==> src/design/mtd_pkg.sv <==
// Shared types, code table and decode function for the Morse text decoder.
`timescale 1ns / 1ps
`default_nettype none
package mtd_pkg;

    localparam int MTD_KEPT_SYMBOLS = 5;
    localparam int MTD_COUNT_MAX    = 7;
    localparam int MTD_CODE_ENTRIES = 36;
    localparam int MTD_QUEUE_DEPTH  = 4;

    // ASCII codes the block recognizes or produces
    localparam logic [7:0] CHAR_TAB    = 8'h09;
    localparam logic [7:0] CHAR_CR     = 8'h0D;
    localparam logic [7:0] CHAR_SPACE  = 8'h20;
    localparam logic [7:0] CHAR_DASH   = 8'h2D;
    localparam logic [7:0] CHAR_DOT    = 8'h2E;
    localparam logic [7:0] CHAR_SLASH  = 8'h2F;
    localparam logic [7:0] CHAR_QMARK  = 8'h3F;

    // Token descriptor handed from front to back
    typedef struct packed {
        logic       bad;
        logic       slash;
        logic [2:0] count;
        logic [4:0] bits;
    } t_token;

    // Decoded character
    typedef struct packed {
        logic [7:0] text_char;
        logic       unknown_code;
    } t_result;

    // Symbol i of a code in bit i, 1 = dash
    localparam logic [4:0] CODE_PAT [MTD_CODE_ENTRIES] = '{
        5'b00010, 5'b00001, 5'b00101, 5'b00001, 5'b00000, 5'b00100,
        5'b00011, 5'b00000, 5'b00000, 5'b01110, 5'b00101, 5'b00010,
        5'b00011, 5'b00001, 5'b00111, 5'b00110, 5'b01011, 5'b00010,
        5'b00000, 5'b00001, 5'b00100, 5'b01000, 5'b00110, 5'b01001,
        5'b01101, 5'b00011,
        5'b11111, 5'b11110, 5'b11100, 5'b11000, 5'b10000, 5'b00000,
        5'b00001, 5'b00011, 5'b00111, 5'b01111
    };

    localparam logic [2:0] CODE_LEN [MTD_CODE_ENTRIES] = '{
        3'd2, 3'd4, 3'd4, 3'd3, 3'd1, 3'd4, 3'd3, 3'd4, 3'd2,
        3'd4, 3'd3, 3'd4, 3'd2, 3'd2, 3'd3, 3'd4, 3'd4, 3'd3,
        3'd3, 3'd1, 3'd3, 3'd4, 3'd3, 3'd4, 3'd4, 3'd4,
        3'd5, 3'd5, 3'd5, 3'd5, 3'd5, 3'd5, 3'd5, 3'd5, 3'd5, 3'd5
    };

    localparam logic [7:0] CODE_CHAR [MTD_CODE_ENTRIES] = '{
        8'h41, 8'h42, 8'h43, 8'h44, 8'h45, 8'h46, 8'h47, 8'h48, 8'h49,
        8'h4A, 8'h4B, 8'h4C, 8'h4D, 8'h4E, 8'h4F, 8'h50, 8'h51, 8'h52,
        8'h53, 8'h54, 8'h55, 8'h56, 8'h57, 8'h58, 8'h59, 8'h5A,
        8'h30, 8'h31, 8'h32, 8'h33, 8'h34, 8'h35, 8'h36, 8'h37, 8'h38, 8'h39
    };

    // Map a finished token to its character; '?' when nothing matches
    function automatic t_result mtd_decode(input t_token tok);
        t_result res;
        res.text_char    = CHAR_QMARK;
        res.unknown_code = 1'b1;
        if (tok.bad) begin
            res.text_char    = CHAR_QMARK;
            res.unknown_code = 1'b1;
        end else if (tok.slash) begin
            res.text_char    = CHAR_SPACE;
            res.unknown_code = 1'b0;
        end else begin
            for (int e = 0; e < MTD_CODE_ENTRIES; e++) begin
                if (tok.count == CODE_LEN[e] && tok.bits == CODE_PAT[e]) begin
                    res.text_char    = CODE_CHAR[e];
                    res.unknown_code = 1'b0;
                end
            end
        end
        return res;
    endfunction

endpackage
`default_nettype wire

==> src/design/mtd_front.sv <==
// Front end: accepts bytes, builds the current token, queues finished tokens.
`timescale 1ns / 1ps
`default_nettype none
module mtd_front (
    input  wire logic          i_clk,
    input  wire logic          i_rst_n,
    input  wire logic          i_in_valid,
    output logic               o_in_ready,
    input  wire logic [7:0]    i_in_char,
    input  wire logic          i_end_of_message,
    input  wire logic          i_queue_full,
    output logic               o_push,
    output mtd_pkg::t_token    o_token
);
    import mtd_pkg::*;

    logic [4:0] r_bits,  n_bits;
    logic [2:0] r_count, n_count;
    logic       r_slash, n_slash;
    logic       r_bad,   n_bad;
    logic       accept;
    logic       is_sep;
    logic       pending;
    t_token     cur_tok;
    t_token     upd_tok;

    assign o_in_ready = !i_queue_full;
    assign accept     = i_in_valid && o_in_ready;

    // Classify the incoming byte
    assign is_sep  = (i_in_char == CHAR_SPACE) ||
                     (i_in_char >= CHAR_TAB && i_in_char <= CHAR_CR);
    assign pending = (r_count != 3'd0) || r_slash || r_bad;

    // Fold the byte into the token
    always_comb begin
        upd_tok.bits  = r_bits;
        upd_tok.count = r_count;
        upd_tok.slash = r_slash;
        upd_tok.bad   = r_bad;
        if (i_in_char == CHAR_DOT || i_in_char == CHAR_DASH) begin
            if (r_slash) begin
                upd_tok.bad = 1'b1;
            end
            if (r_count < 3'(MTD_KEPT_SYMBOLS) && i_in_char == CHAR_DASH) begin
                upd_tok.bits = r_bits | (5'd1 << r_count);
            end
            if (r_count < 3'(MTD_COUNT_MAX)) begin
                upd_tok.count = r_count + 3'd1;
            end
        end else if (i_in_char == CHAR_SLASH) begin
            if (!pending) begin
                upd_tok.slash = 1'b1;
            end else begin
                upd_tok.bad = 1'b1;
            end
        end else begin
            upd_tok.bad = 1'b1;
        end
    end

    assign cur_tok = '{bad: r_bad, slash: r_slash, count: r_count, bits: r_bits};

    // Flush at a separator with a pending token, or on a last byte that is not a separator
    assign o_push  = accept && (is_sep ? pending : i_end_of_message);
    assign o_token = is_sep ? cur_tok : upd_tok;

    always_comb begin
        n_bits  = r_bits;
        n_count = r_count;
        n_slash = r_slash;
        n_bad   = r_bad;
        if (accept) begin
            if (is_sep || i_end_of_message) begin
                n_bits  = '0;
                n_count = '0;
                n_slash = 1'b0;
                n_bad   = 1'b0;
            end else begin
                n_bits  = upd_tok.bits;
                n_count = upd_tok.count;
                n_slash = upd_tok.slash;
                n_bad   = upd_tok.bad;
            end
        end
    end

    always_ff @(posedge i_clk) begin
        if (!i_rst_n) begin
            r_bits  <= '0;
            r_count <= '0;
            r_slash <= 1'b0;
            r_bad   <= 1'b0;
        end else begin
            r_bits  <= n_bits;
            r_count <= n_count;
            r_slash <= n_slash;
            r_bad   <= n_bad;
        end
    end

endmodule
`default_nettype wire

==> src/design/mtd_queue.sv <==
// Short token queue between the front end and the decode stage.
`timescale 1ns / 1ps
`default_nettype none
module mtd_queue #(
    parameter int DEPTH = mtd_pkg::MTD_QUEUE_DEPTH
) (
    input  wire logic          i_clk,
    input  wire logic          i_rst_n,
    input  wire logic          i_push,
    input  wire mtd_pkg::t_token i_token,
    input  wire logic          i_pop,
    output mtd_pkg::t_token    o_token,
    output logic               o_full,
    output logic               o_empty
);
    import mtd_pkg::*;

    localparam int PTR_W = (DEPTH > 1) ? $clog2(DEPTH) : 1;
    localparam int CNT_W = $clog2(DEPTH + 1);

    t_token             r_mem [DEPTH];
    logic [PTR_W-1:0]   r_wr_ptr, n_wr_ptr;
    logic [PTR_W-1:0]   r_rd_ptr, n_rd_ptr;
    logic [CNT_W-1:0]   r_count,  n_count;

    assign o_full  = (r_count == CNT_W'(DEPTH));
    assign o_empty = (r_count == '0);
    assign o_token = r_mem[r_rd_ptr];

    // Advance pointers with wrap at the depth
    always_comb begin
        n_wr_ptr = r_wr_ptr;
        n_rd_ptr = r_rd_ptr;
        n_count  = r_count;
        if (i_push) begin
            n_wr_ptr = (r_wr_ptr == PTR_W'(DEPTH - 1)) ? '0 : r_wr_ptr + PTR_W'(1);
        end
        if (i_pop) begin
            n_rd_ptr = (r_rd_ptr == PTR_W'(DEPTH - 1)) ? '0 : r_rd_ptr + PTR_W'(1);
        end
        if (i_push && !i_pop) begin
            n_count = r_count + CNT_W'(1);
        end else if (!i_push && i_pop) begin
            n_count = r_count - CNT_W'(1);
        end
    end

    always_ff @(posedge i_clk) begin
        if (!i_rst_n) begin
            r_wr_ptr <= '0;
            r_rd_ptr <= '0;
            r_count  <= '0;
        end else begin
            r_wr_ptr <= n_wr_ptr;
            r_rd_ptr <= n_rd_ptr;
            r_count  <= n_count;
        end
    end

    // Store the pushed word
    always_ff @(posedge i_clk) begin
        if (i_push) begin
            r_mem[r_wr_ptr] <= i_token;
        end
    end

    a_no_overflow: assert property (@(posedge i_clk) disable iff (!i_rst_n)
        r_count <= CNT_W'(DEPTH))
        else $error("token queue count exceeds depth");

    a_pop_not_empty: assert property (@(posedge i_clk) disable iff (!i_rst_n)
        i_pop |-> !o_empty)
        else $error("pop from empty token queue");

    a_push_grows: assert property (@(posedge i_clk) disable iff (!i_rst_n)
        (i_push && !i_pop) |=> (r_count == $past(r_count) + CNT_W'(1)))
        else $error("push without pop did not grow the queue");

endmodule
`default_nettype wire

==> src/design/mtd_back.sv <==
// Back end: decodes queued tokens into the registered output word.
`timescale 1ns / 1ps
`default_nettype none
module mtd_back (
    input  wire logic          i_clk,
    input  wire logic          i_rst_n,
    input  wire mtd_pkg::t_token i_token,
    input  wire logic          i_queue_empty,
    output logic               o_pop,
    output logic               o_out_valid,
    input  wire logic          i_out_ready,
    output logic [7:0]         o_text_char,
    output logic               o_unknown_code
);
    import mtd_pkg::*;

    logic       r_valid, n_valid;
    logic [7:0] r_text_char;
    logic       r_unknown;
    t_result    dec;

    // Load a new word when the output slot is free or being taken
    assign o_pop = !i_queue_empty && (!r_valid || i_out_ready);
    assign dec   = mtd_decode(i_token);

    always_comb begin
        n_valid = r_valid;
        if (o_pop) begin
            n_valid = 1'b1;
        end else if (i_out_ready) begin
            n_valid = 1'b0;
        end
    end

    always_ff @(posedge i_clk) begin
        if (!i_rst_n) begin
            r_valid <= 1'b0;
        end else begin
            r_valid <= n_valid;
        end
    end

    always_ff @(posedge i_clk) begin
        if (o_pop) begin
            r_text_char <= dec.text_char;
            r_unknown   <= dec.unknown_code;
        end
    end

    assign o_out_valid    = r_valid;
    assign o_text_char    = r_text_char;
    assign o_unknown_code = r_unknown;

    a_unknown_is_qmark: assert property (@(posedge i_clk) disable iff (!i_rst_n)
        (o_out_valid && o_unknown_code) |-> (o_text_char == CHAR_QMARK))
        else $error("unknown flag set on a decoded character");

    a_pop_fills: assert property (@(posedge i_clk) disable iff (!i_rst_n)
        o_pop |=> o_out_valid)
        else $error("popped token did not reach the output");

    a_hold_while_stalled: assert property (@(posedge i_clk) disable iff (!i_rst_n)
        (o_out_valid && !i_out_ready) |=> (o_out_valid && $stable(o_text_char)
            && $stable(o_unknown_code)))
        else $error("output word changed while stalled");

endmodule
`default_nettype wire

==> src/design/morse_text_decoder_top.sv <==
// Top level of the Morse text decoder: front end, token queue, decode stage.
//
// Input channel: one ASCII byte per word (i_in_char) with i_end_of_message
// on the last byte, handshaked by i_in_valid / o_in_ready. Dots, dashes and
// slashes build a token; whitespace or the last byte ends it.
// Output channel: one decoded character per finished token (o_text_char,
// o_unknown_code), handshaked by o_out_valid / i_out_ready.
// Throughput: one input word per cycle while the token queue is not full. A
// token that ends on an accepted word passes through the token queue and
// then the decode stage's output register before it shows at the output.
// Stalls: the queue holds QUEUE_DEPTH finished tokens; o_in_ready drops only
// while it is full, so bytes keep flowing while the receiver stalls until
// QUEUE_DEPTH + 1 characters are waiting (queue plus output register).
// Reset (i_rst_n low, synchronous) clears the pending token, empties the
// queue and drops o_out_valid.
`timescale 1ns / 1ps
`default_nettype none
module morse_text_decoder_top #(
    parameter int QUEUE_DEPTH = mtd_pkg::MTD_QUEUE_DEPTH
) (
    input  wire logic       i_clk,
    input  wire logic       i_rst_n,
    input  wire logic       i_in_valid,
    output logic            o_in_ready,
    input  wire logic [7:0] i_in_char,
    input  wire logic       i_end_of_message,
    output logic            o_out_valid,
    input  wire logic       i_out_ready,
    output logic [7:0]      o_text_char,
    output logic            o_unknown_code
);
    import mtd_pkg::*;

    logic   push;
    logic   pop;
    logic   q_full;
    logic   q_empty;
    t_token push_tok;
    t_token head_tok;

    mtd_front u_front (
        .i_clk            (i_clk),
        .i_rst_n          (i_rst_n),
        .i_in_valid       (i_in_valid),
        .o_in_ready       (o_in_ready),
        .i_in_char        (i_in_char),
        .i_end_of_message (i_end_of_message),
        .i_queue_full     (q_full),
        .o_push           (push),
        .o_token          (push_tok)
    );

    mtd_queue #(
        .DEPTH (QUEUE_DEPTH)
    ) u_queue (
        .i_clk   (i_clk),
        .i_rst_n (i_rst_n),
        .i_push  (push),
        .i_token (push_tok),
        .i_pop   (pop),
        .o_token (head_tok),
        .o_full  (q_full),
        .o_empty (q_empty)
    );

    mtd_back u_back (
        .i_clk          (i_clk),
        .i_rst_n        (i_rst_n),
        .i_token        (head_tok),
        .i_queue_empty  (q_empty),
        .o_pop          (pop),
        .o_out_valid    (o_out_valid),
        .i_out_ready    (i_out_ready),
        .o_text_char    (o_text_char),
        .o_unknown_code (o_unknown_code)
    );

endmodule
`default_nettype wire
==> config.mk <==
export PLATFORM = sky130hd
export DESIGN_NAME = morse_text_decoder_top
export DESIGN_NICKNAME = d
export VERILOG_FILES = /design/src/design/mtd_pkg.sv /design/src/design/mtd_front.sv /design/src/design/mtd_queue.sv /design/src/design/mtd_back.sv /design/src/design/morse_text_decoder_top.sv
export SDC_FILE = /design/constraint.sdc
export NUM_CORES = 1
export LEC_CHECK = 0
export ABC_AREA = 1
export BUFFER_PORTS_ARGS = -buffer_cell sky130_fd_sc_hd__buf_2
export CORE_MARGIN = 2
export CORE_UTILIZATION = 30
export DETAILED_ROUTE_END_ITERATION = 8
export HOLD_SLACK_MARGIN = 0.08
export PLACE_DENSITY_LB_ADDON = 0.15
export SLEW_MARGIN = 20
export SYNTH_ARGS = -nofsm -noshare
export SYNTH_HDL_FRONTEND = slang
export SYNTH_HIERARCHICAL = 1
export SYNTH_SLANG_ARGS = --single-unit
export TNS_END_PERCENT = 20
==> constraint.sdc <==
create_clock -name i_clk -period 5.25 [get_ports i_clk]
set_clock_uncertainty 0.05 [all_clocks]
set_input_delay 0.7875 -clock i_clk [delete_from_list [all_inputs] [get_ports i_clk]]
set_output_delay 0.7875 -clock i_clk [all_outputs]
set_load 0.1 [all_outputs]
======== Word level (Yosys, flattened, before mapping) ========
Memories as Yosys holds them, arrays and structs flattened. A register that Yosys moved wholly into a read port is not among the register bits.
Cells that the tools add are included.
word-level totals
  memories kept ........................... 1
  output and inout port bits .............. 11
  RAM bits ................................ 40
  word-level logic and storage cells ...... 178
  input bits .............................. 13
  register bits ........................... 27
operators by class
  muxes and demuxes ....................... 63
  shifts and indexed selects .............. 1
  equal/unequal tests ..................... 30
  magnitude comparators ................... 4
  bitwise gates (word level) .............. 1
  reductions and logical operators ........ 61
  add/sub/neg operators ................... 5
memories
  name           depth  bits a word  read ports  clocked after Yosys merged registers in  wr ports  RTL line         source
  u_queue.r_mem  4      10           1           1                                        1         mtd_queue.sv:21  t_token r_mem [DEPTH];
operator list
  cell                 number
  $mux 8               27
  $mux 6               11
  $logic_and 1x1->1    43
  $reduce_or 37->1     1
  $eq 8x6->1 const B   4
  $eq 5x4->1 const B   6
  $eq 5x5->1 const B   5
  $eq 5x3->1 const B   4
  $mux 1               14
  $mux 3               4
  $reduce_or 12->1     1
  $eq 5x2->1 const B   2
  $mux 10              1
  $mux 5               2
  $eq 3x3->1 const B   3
  $ge 8x4->1 const B   1
  $le 8x4->1 const B   1
  $mux 2               4
  $add 3x1->3 const B  2
  $eq 3x2->1 const B   2
  $logic_or 1x1->1     6
  $lt 3x3->1 const B   2
  $eq 5x1->1 const B   1
  $logic_not 1->1      5
  other kinds (10)     13

======== Logic depth before layout (Yosys ltp) ========
Gate-level depths: netlist of run 1.
  depth after elaboration ................. 39
  mapped depth ............................ 17
  depth with buffers taken out ............ 16

======== Cells and area by module ========
Netlist of run 1, hierarchy kept.
by module, submodules not included
  module     area an instance (um^2)  seq. area each (um^2)  instances  cells each
  mtd_queue  1,958.1                  1,381.3                1          156
  mtd_back   972.2                    260.2                  1          142
  mtd_front  920.9                    200.2                  1          154

======== Least setup slack after synthesis of run 1 ========
Ideal clock, no wire load.
  path kind ............................... register -> register
  start point ............................. register u_queue.r_count[0]
  end point ............................... register u_queue.r_count[2]
  required time ........................... 5,090 ps
  setup time .............................. 110 ps
  buffers on the path ..................... 0
  arrival time ............................ 2,685 ps
  stages on the path, launching flop included .. 16
  period minus slack after synthesis ...... 2,845 ps
  slack ................................... 2,405 ps
  path through ............................ dfxtp_1 > nor3_1 > inv_1 > nand2_1 > inv_1 > nand2_2 > nor2_1 > ha_1 > inv_1 > fa_1 > inv_1 > nand2_1 > nand3_1 > nand2_1 > inv_1 > nor2_1
between the ends
  longest elaborated chain between the ends .. 7
  elaborated cells between the ends (all ways) .. 16
  classes of those cells .................. add/sub (2); eq/ne (1); mux (2); reduce/logical (11)
RTL lines
  item                         RTL line                      source
  from (decl)                  mtd_queue.sv:24               logic [CNT_W-1:0] r_count, n_count;
  from (signal assigned)       mtd_queue.sv:56               r_count <= n_count;
  $eq 3x3->1 (*)               mtd_queue.sv:26               assign o_full = (r_count == CNT_W'(DEPTH));
  named net q_full             morse_text_decoder_top.sv:36  logic q_full;
  $logic_not 1->1 (*)          mtd_front.sv:27               assign o_in_ready = !i_queue_full;
  named net o_in_ready         morse_text_decoder_top.sv:24  output logic o_in_ready,
  $logic_and 1x1->1 (*)        mtd_front.sv:28               assign accept = i_in_valid && o_in_ready;
  $logic_and 1x1->1 (*)        mtd_front.sv:65               assign o_push = accept && (is_sep ? pending : i_end_of_message);
  named net push               morse_text_decoder_top.sv:34  logic push;
  $logic_not 1->1              mtd_queue.sv:43               end else if (!i_push && i_pop) begin
  $logic_and 1x1->1            mtd_queue.sv:43
  $reduce_bool 2->1 (no line)  n/a
Mark *: on every way through the listed nets, which the timed path passes. The rest lies on a longest branch. The select of a mux whose other input is x is not followed.
A chain may end at the register's enable or synchronous reset.

==> impl_metrics.ini, run 1 <==
[clock_tree]
clock-sinks = 68
cts_resized = 0
cts_htree_levels = 3
cts_tree = yes
cts_inserted_buffers = 9
hold_buffers = 0
cts-root-buf = clkbuf_16
postCtsSetupBuffers = 0
path_clk_slew_ns = 0.06
cts_buffer_depth = 2
insertion_delay_ns = 0.33

[critical_path]
worstSetupPathType = reg -> reg
critical_path_arrival_ns = 3.09
path_buf_inv = 4
crit_slowest_cell = dfxtp_1
crit_path_start_kind = flip-flop
max_stage_delay_ns = 0.74
r2r-end = u_back/o_unknown_code
cp_top_family = simple AND/OR/NAND/NOR gates
r2r_slack_ns = 2.19
endpoint_kind = flip-flop
r2r.worst_path.cells = 14
cp_max_fo = 21
path_cells = inv_2, o21ai_1, o22ai_1, inv_1, nand2_2, nor2_1, inv_1, nor2_1, inv_1, nor3_2, nor2_1, o2111ai_1, or2_1, o21ai_2
cp.required_ns = 5.28

[layout]
nNetsFinal = 502
final_util = 0.354
layout-drive-gt1-share = 0.187
area_delta_synth_final_pct = 15.4
fillCellCount = 1305
antenna_cells = 0
multi_input_area_um2 = 1610
seq_area_um2 = 1840
design_area_um2 = 4440

[grt]
grt_pass1_wl_um = 13300
grt_pass1_vias = 2855
grt_antenna_before_repair = 0
grt.total_usage = 0.121
grt_overflow = 0
grt_max_degree = 22

[yosys]
ys_types = 48
synth_nets = 477
synth_top_family_by_area = simple AND/OR/NAND/NOR gates
synth_fa_ha_area_frac = 0.0409
seq_area_frac_synth = 0.478
synth_compound_area_frac = 0.0949
muxShareOfSynthArea = 0
synthSimpleGateAreaFrac = 0.279
yosysMostFrequentCell = inv_1
synth_top_cell_area_share = 0.374
synth.area.top_cells = edfxtp_1, dfxtp_1, inv_1
synth_edf_count = 48
synth_flop_cell = edfxtp_1
netlist_instances = 452
yosysTopAreaCell = edfxtp_1
avgSynthCellArea_um2 = 8.52
synth-xor-area-share = 0.00227
synth-warning-count = 6
synthTopCellsByCount = inv_1, nand2_1, nor2_1, edfxtp_1, nand3_1
ys_seq_elements = 68
netlist_area_um2 = 3850
async_reset_ff_frac = 0

[floorplanning]
start_util = 0.306
io_pins = 24
dieArea_um2 = 13800
die_h_um = 117
core_area_um2 = 12600
die_x_um = 117
rows = 41

[timing]
slew_headroom = 0.365
rsz0062_at_grt = false
post-route-period-util = 0.583
setup_viol = 0
fin_setup_tns_ns = 0
period_needed_ns = 3.06
max_slew.worst_pin.slew_ns = 0.953
whs_ns = 0.456
hold_viol = 0
drv_slew = 0
fmax_mhz = 327

[min_path]
holdPathEnd = u_back/o_out_valid
holdCritPathClass = reg -> reg
whs_path_depth = 2
hold_start = u_back/o_out_valid

[routing]
ant_nets = 0
post_drt_wl_per_cell_um = 12.2
viasPerCell = 4.47
drt_pass1_iterations = 5
vias = 2922
post-route-drc-count = 0
drt_iter0_drc = 268
routed_wl_um = 7960

[power_and_ir_drop]
p_total_w = 0.00235
peakVddDrop_uv = 134
p_leak_nw = 1.91
powerDensity_nw_per_um2 = 528

[place]
port_buffers = 22
gp_congestion = 0.895
place.detailed.hpwl_um = 6170
dpl_cell_area_um2 = 4100

[job]
drv_cap = 0

[status]
status = finished clean
[cells in the final DEF (no fill, tap or decap), drive strengths merged, types with 11 or more instances in the layout]
cell type	Yosys	routed
buf	7	22
dfxtp	20	20
edfxtp	48	48
ha	11	11
inv	86	86
nand2	76	76
nand3	29	29
nor2	81	81
nor3	11	11
o21ai	34	34
[worst max-delay path by stage]
stage,from,endpoint,slack (ns),cells past startpoint
3_5_place_dp,flip-flop,u_back/o_unknown_code,2.21,14
3_3_place_gp,i_in_valid,u_queue/r_count[2],2.21,14
5_1_grt,flip-flop,u_back/o_unknown_code,1.87,13
4_1_cts,flip-flop,u_back/o_unknown_code,2.20,14
6_report,flip-flop,u_back/o_unknown_code,2.19,14
2_1_floorplan,u_queue/r_count[0],u_queue/r_count[2],2.41,15
[logic make-up (layout without fill, tap and decap cells)]
logic type / after synthesis / after routing
buffers and inverters: 95 / 125
AO/OA/AOI/OAI: 61 / 61
XOR/XNOR: 1 / 1
adder cells (fa/ha/maj): 12 / 12
AND/OR/NAND/NOR: 214 / 214
other: 1 / 1
flip-flops: 68 / 68
[worst reg2reg max path, delay by kind of cell, from the launching register on]
family          cells  cell delay, ns
compound gates      4            0.49
flops               1            0.74
simple gates        6            0.90
buf+inv             4            0.62
[power by group]
group	internal [W]	switching, W
Clock	0.000462	0.000224
Combinational	0.000215	0.000724
Sequential	0.000663	0.0000599
[through the flow]
step,setup WS [ns],instances
2_1_floorplan,2.41,452
3_3_place_gp,2.21,638
3_5_place_dp,2.21,638
4_1_cts,2.20,654
5_1_grt,1.87,654
6_report,2.19,654
[sequential cells by signal, summed over array words and instances, names as in the netlist, named ones only]
| register | cells |
|---|---|
| u_front/r_bad | 1 |
| u_queue/r_rd_ptr | 2 |
| u_queue/r_count | 3 |
| u_front/r_count | 3 |
| u_queue/r_mem | 40 |
| u_queue/r_wr_ptr | 2 |
| u_back/o_text_char | 7 |
| u_back/o_unknown_code | 1 |
| u_front/r_bits | 5 |
| u_front/r_slash | 1 |
| u_back/o_out_valid | 1 |
[area by class of cell]
type                       instances  area share
clock buffer                       9      0.0507
clock inverter                     7      0.0259
inverter                          87      0.0738
multi-input combinational        289       0.362
sequential                        68       0.414
tap                              172      0.0484
timing repair buffer              22      0.0248
[layer usage]
| layer | vias to the layer above | track usage | share of wire |
|---|---|---|---|
| li1 | 1525 | - | - |
| met1 | 1316 | 0.150 | 0.47 |
| met2 | 62 | 0.194 | 0.46 |
| met3 | 19 | 0.0297 | 0.033 |
| met4 | 0 | 0.0670 | 0.029 |
| met5 | - | 0 | 0 |
(Power assumes the default switching activity.)
==> run 2: changes to the inputs <==
--- a/config.mk
+++ b/config.mk
@@ -5,7 +5,7 @@
 export SDC_FILE = /design/constraint.sdc
 export NUM_CORES = 1
 export LEC_CHECK = 0
-export ABC_AREA = 1
+export ABC_AREA = 0
 export BUFFER_PORTS_ARGS = -buffer_cell sky130_fd_sc_hd__buf_2
 export CORE_MARGIN = 2
 export CORE_UTILIZATION = 30
==> constraint.sdc (replaced) <==
create_clock -name i_clk -period 3 [get_ports i_clk]
set_clock_uncertainty 0.05 [all_clocks]
set_input_delay 0.45 -clock i_clk [delete_from_list [all_inputs] [get_ports i_clk]]
set_output_delay 0.45 -clock i_clk [all_outputs]
set_load 0.1 [all_outputs]
==> run 2 against run 1 <==
  * Clock power is 53% higher
  * Maximum frequency increased by 8.1%
  * Design area grew 6.3%
  * Register-to-register slack worse by 2.0 ns
  * Critical path depth shrank 5
  * Global-route usage grew 0.78 points
==> impl_metrics.ini, run 2 <==
[floorplanning]
rows = 41
die_h_um = 119
start_util = 0.310
io_pins = 24
dieArea_um2 = 14100
core_area_um2 = 12700
die_x_um = 119

[critical_path]
worstSetupPathType = reg -> reg
path_buf_inv = 3
critical_path_arrival_ns = 2.95
path_common_cell = buf_4
crit_path_start_kind = flip-flop
cp.required_ns = 3.12
endpoint_kind = flip-flop
path_cells = buf_12, mux4_2, buf_4, nor4b_1, a32oi_1, o311ai_1, buf_4, nor3b_1, a2bb2oi_1
cp_top_family = compound AO/OA/AOI/OAI gates
max_stage_delay_ns = 0.62
crit_slowest_cell = mux4_2
cp_max_fo = 10

[yosys]
synth-warning-count = 6
netlist_instances = 347
synthTopCellsByCount = edfxtp_1, nor2_1, dfxtp_1, nand2_1, inv_1
synth_flop_cell = edfxtp_1
synth_nets = 372
yosysTopAreaCell = edfxtp_1
yosysMostFrequentCell = edfxtp_1
netlist_area_um2 = 3940
async_reset_ff_frac = 0
synth_edf_count = 48
synth_top_cell_area_share = 0.365
ys_seq_elements = 68
synth.area.top_cells = edfxtp_1, dfxtp_1, mux4_2
avgSynthCellArea_um2 = 11.4
ys_types = 80
seq_area_frac_synth = 0.467

[grt]
busiest_layer = met2
grt_antenna_before_repair = 0
met1_usage = 0.162
grt.met2_usage = 0.209
grt_overflow = 0
grt.total_usage = 0.129
grt_pass1_wl_um = 14500
grt_max_degree = 20
gr-usage-met3 = 0.0290
grt_pass1_vias = 2881

[clock_tree]
cts_tree = yes
postCtsSetupBuffers = 0
cts_htree_levels = 3
cts_resized = 0
insertion_delay_ns = 0.33
clock-sinks = 68
cts-root-buf = clkbuf_16
cts_buffer_depth = 2
path_clk_slew_ns = 0.05
hold_buffers = 0
cts_inserted_buffers = 9

[layout]
layout-drive-gt1-share = 0.250
final_common_cell = edfxtp_1
area_delta_synth_final_pct = 19.8
final_util = 0.371
seq_area_um2 = 1840
largest_reg_flops = 40
antenna_cells = 0
largest-register = u_queue/r_mem
design_area_um2 = 4730
nNetsFinal = 420
fillCellCount = 1305
multi_input_area_um2 = 1940
layout_common_cells = edfxtp_1, buf_4, nor2_1, buf_2, dfxtp_1

[place]
dpl_cell_area_um2 = 4430
port_buffers = 22
place.detailed.hpwl_um = 6430
gp_congestion = 0.828

[routing]
viasPerCell = 5.10
ant_nets = 0
vias = 2920
routed_wl_um = 8630
post-route-drc-count = 0
post_drt_wl_per_cell_um = 15.1
drt_pass1_iterations = 4
drt_iter0_drc = 217

[timing]
fmax_mhz = 353
post-route-period-util = 0.943
drv_slew = 0
rsz0062_at_grt = false
whs_ns = 0.364
period_needed_ns = 2.83
slew_headroom = 0.667
hold_viol = 0
setup_viol = 0
max_slew.worst_pin.slew_ns = 0.492

[status]
status = finished clean

[power_and_ir_drop]
p_leak_nw = 1.64
p_total_w = 0.00421
powerDensity_nw_per_um2 = 890
peakVddDrop_uv = 354

[min_path]
holdCritPathClass = in -> reg

[job]
drv_cap = 0
[run 2: worst min-delay path: cells and delay by family]
family / cells / cell delay, ns
and+or+nand+nor: 1 / 0.10
buffers and inverters: 1 / 0.07
AOI/OAI and AO/OA: 1 / 0.07
[run 2: final timing paths]
path | start | endpoint | slack, ns | depth (start not counted)
worst max register to register | flip-flop | u_back/o_text_char[3] | 0.17 | 9
worst min-delay path | i_out_ready | u_back/o_out_valid | 0.36 | 3
worst max-delay path | flip-flop | u_back/o_text_char[3] | 0.17 | 9
worst min register to register | u_front/r_bits[2] | u_front/r_bits[2] | 0.42 | 2
[run 2: cell type report]
type	count	area share
timing repair buffer	56	0.0800
clock buffer	14	0.0559
tap	172	0.0455
inverter	15	0.0119
sequential	68	0.390
clock inverter	2	0.00741
multi-input combinational	245	0.410
[run 2: through the flow]
stage / instances / setup slack [ns] / setup TNS, ns
5_1_grt: 572 / 0.0150 / 0
4_1_cts: 572 / 0.142 / 0
3_3_place_gp: 556 / -0.0589 / -0.0589
3_5_place_dp: 556 / -0.107 / -0.107
2_1_floorplan: 347 / -0.105 / -0.105
6_report: 572 / 0.170 / 0
[run 2: logic make-up after synthesis]
group	Yosys count	share of synthesized area
AOI/OAI and AO/OA	79	0.156
DFF	68	0.467
and+or+nand+nor	132	0.209
buffers and inverters	34	0.0438
adders and majority gates	12	0.0400
muxes	16	0.0727
xor gates and xnor gates	5	0.0111
other	1	0.000951
[run 2: power breakdown]
part / internal, W / leakage, nW / switching, W / total, W
logic: 0.000705 / 0.885 / 0.00127 / 0.00198
registers: 0.00113 / 0.607 / 0.0000494 / 0.00118
clock network: 0.000688 / 0.147 / 0.000359 / 0.00105
total: 0.00253 / 1.64 / 0.00168 / 0.00421
[run 2: routing by layer]
metal / up-vias / part of all wire / wire length (um)
met3: 19 / 0.034 / 295
met5: - / 0 / 0
li1: 1431 / - / -
met4: 0 / 0.034 / 290
met1: 1400 / 0.46 / 3950
met2: 70 / 0.47 / 4090
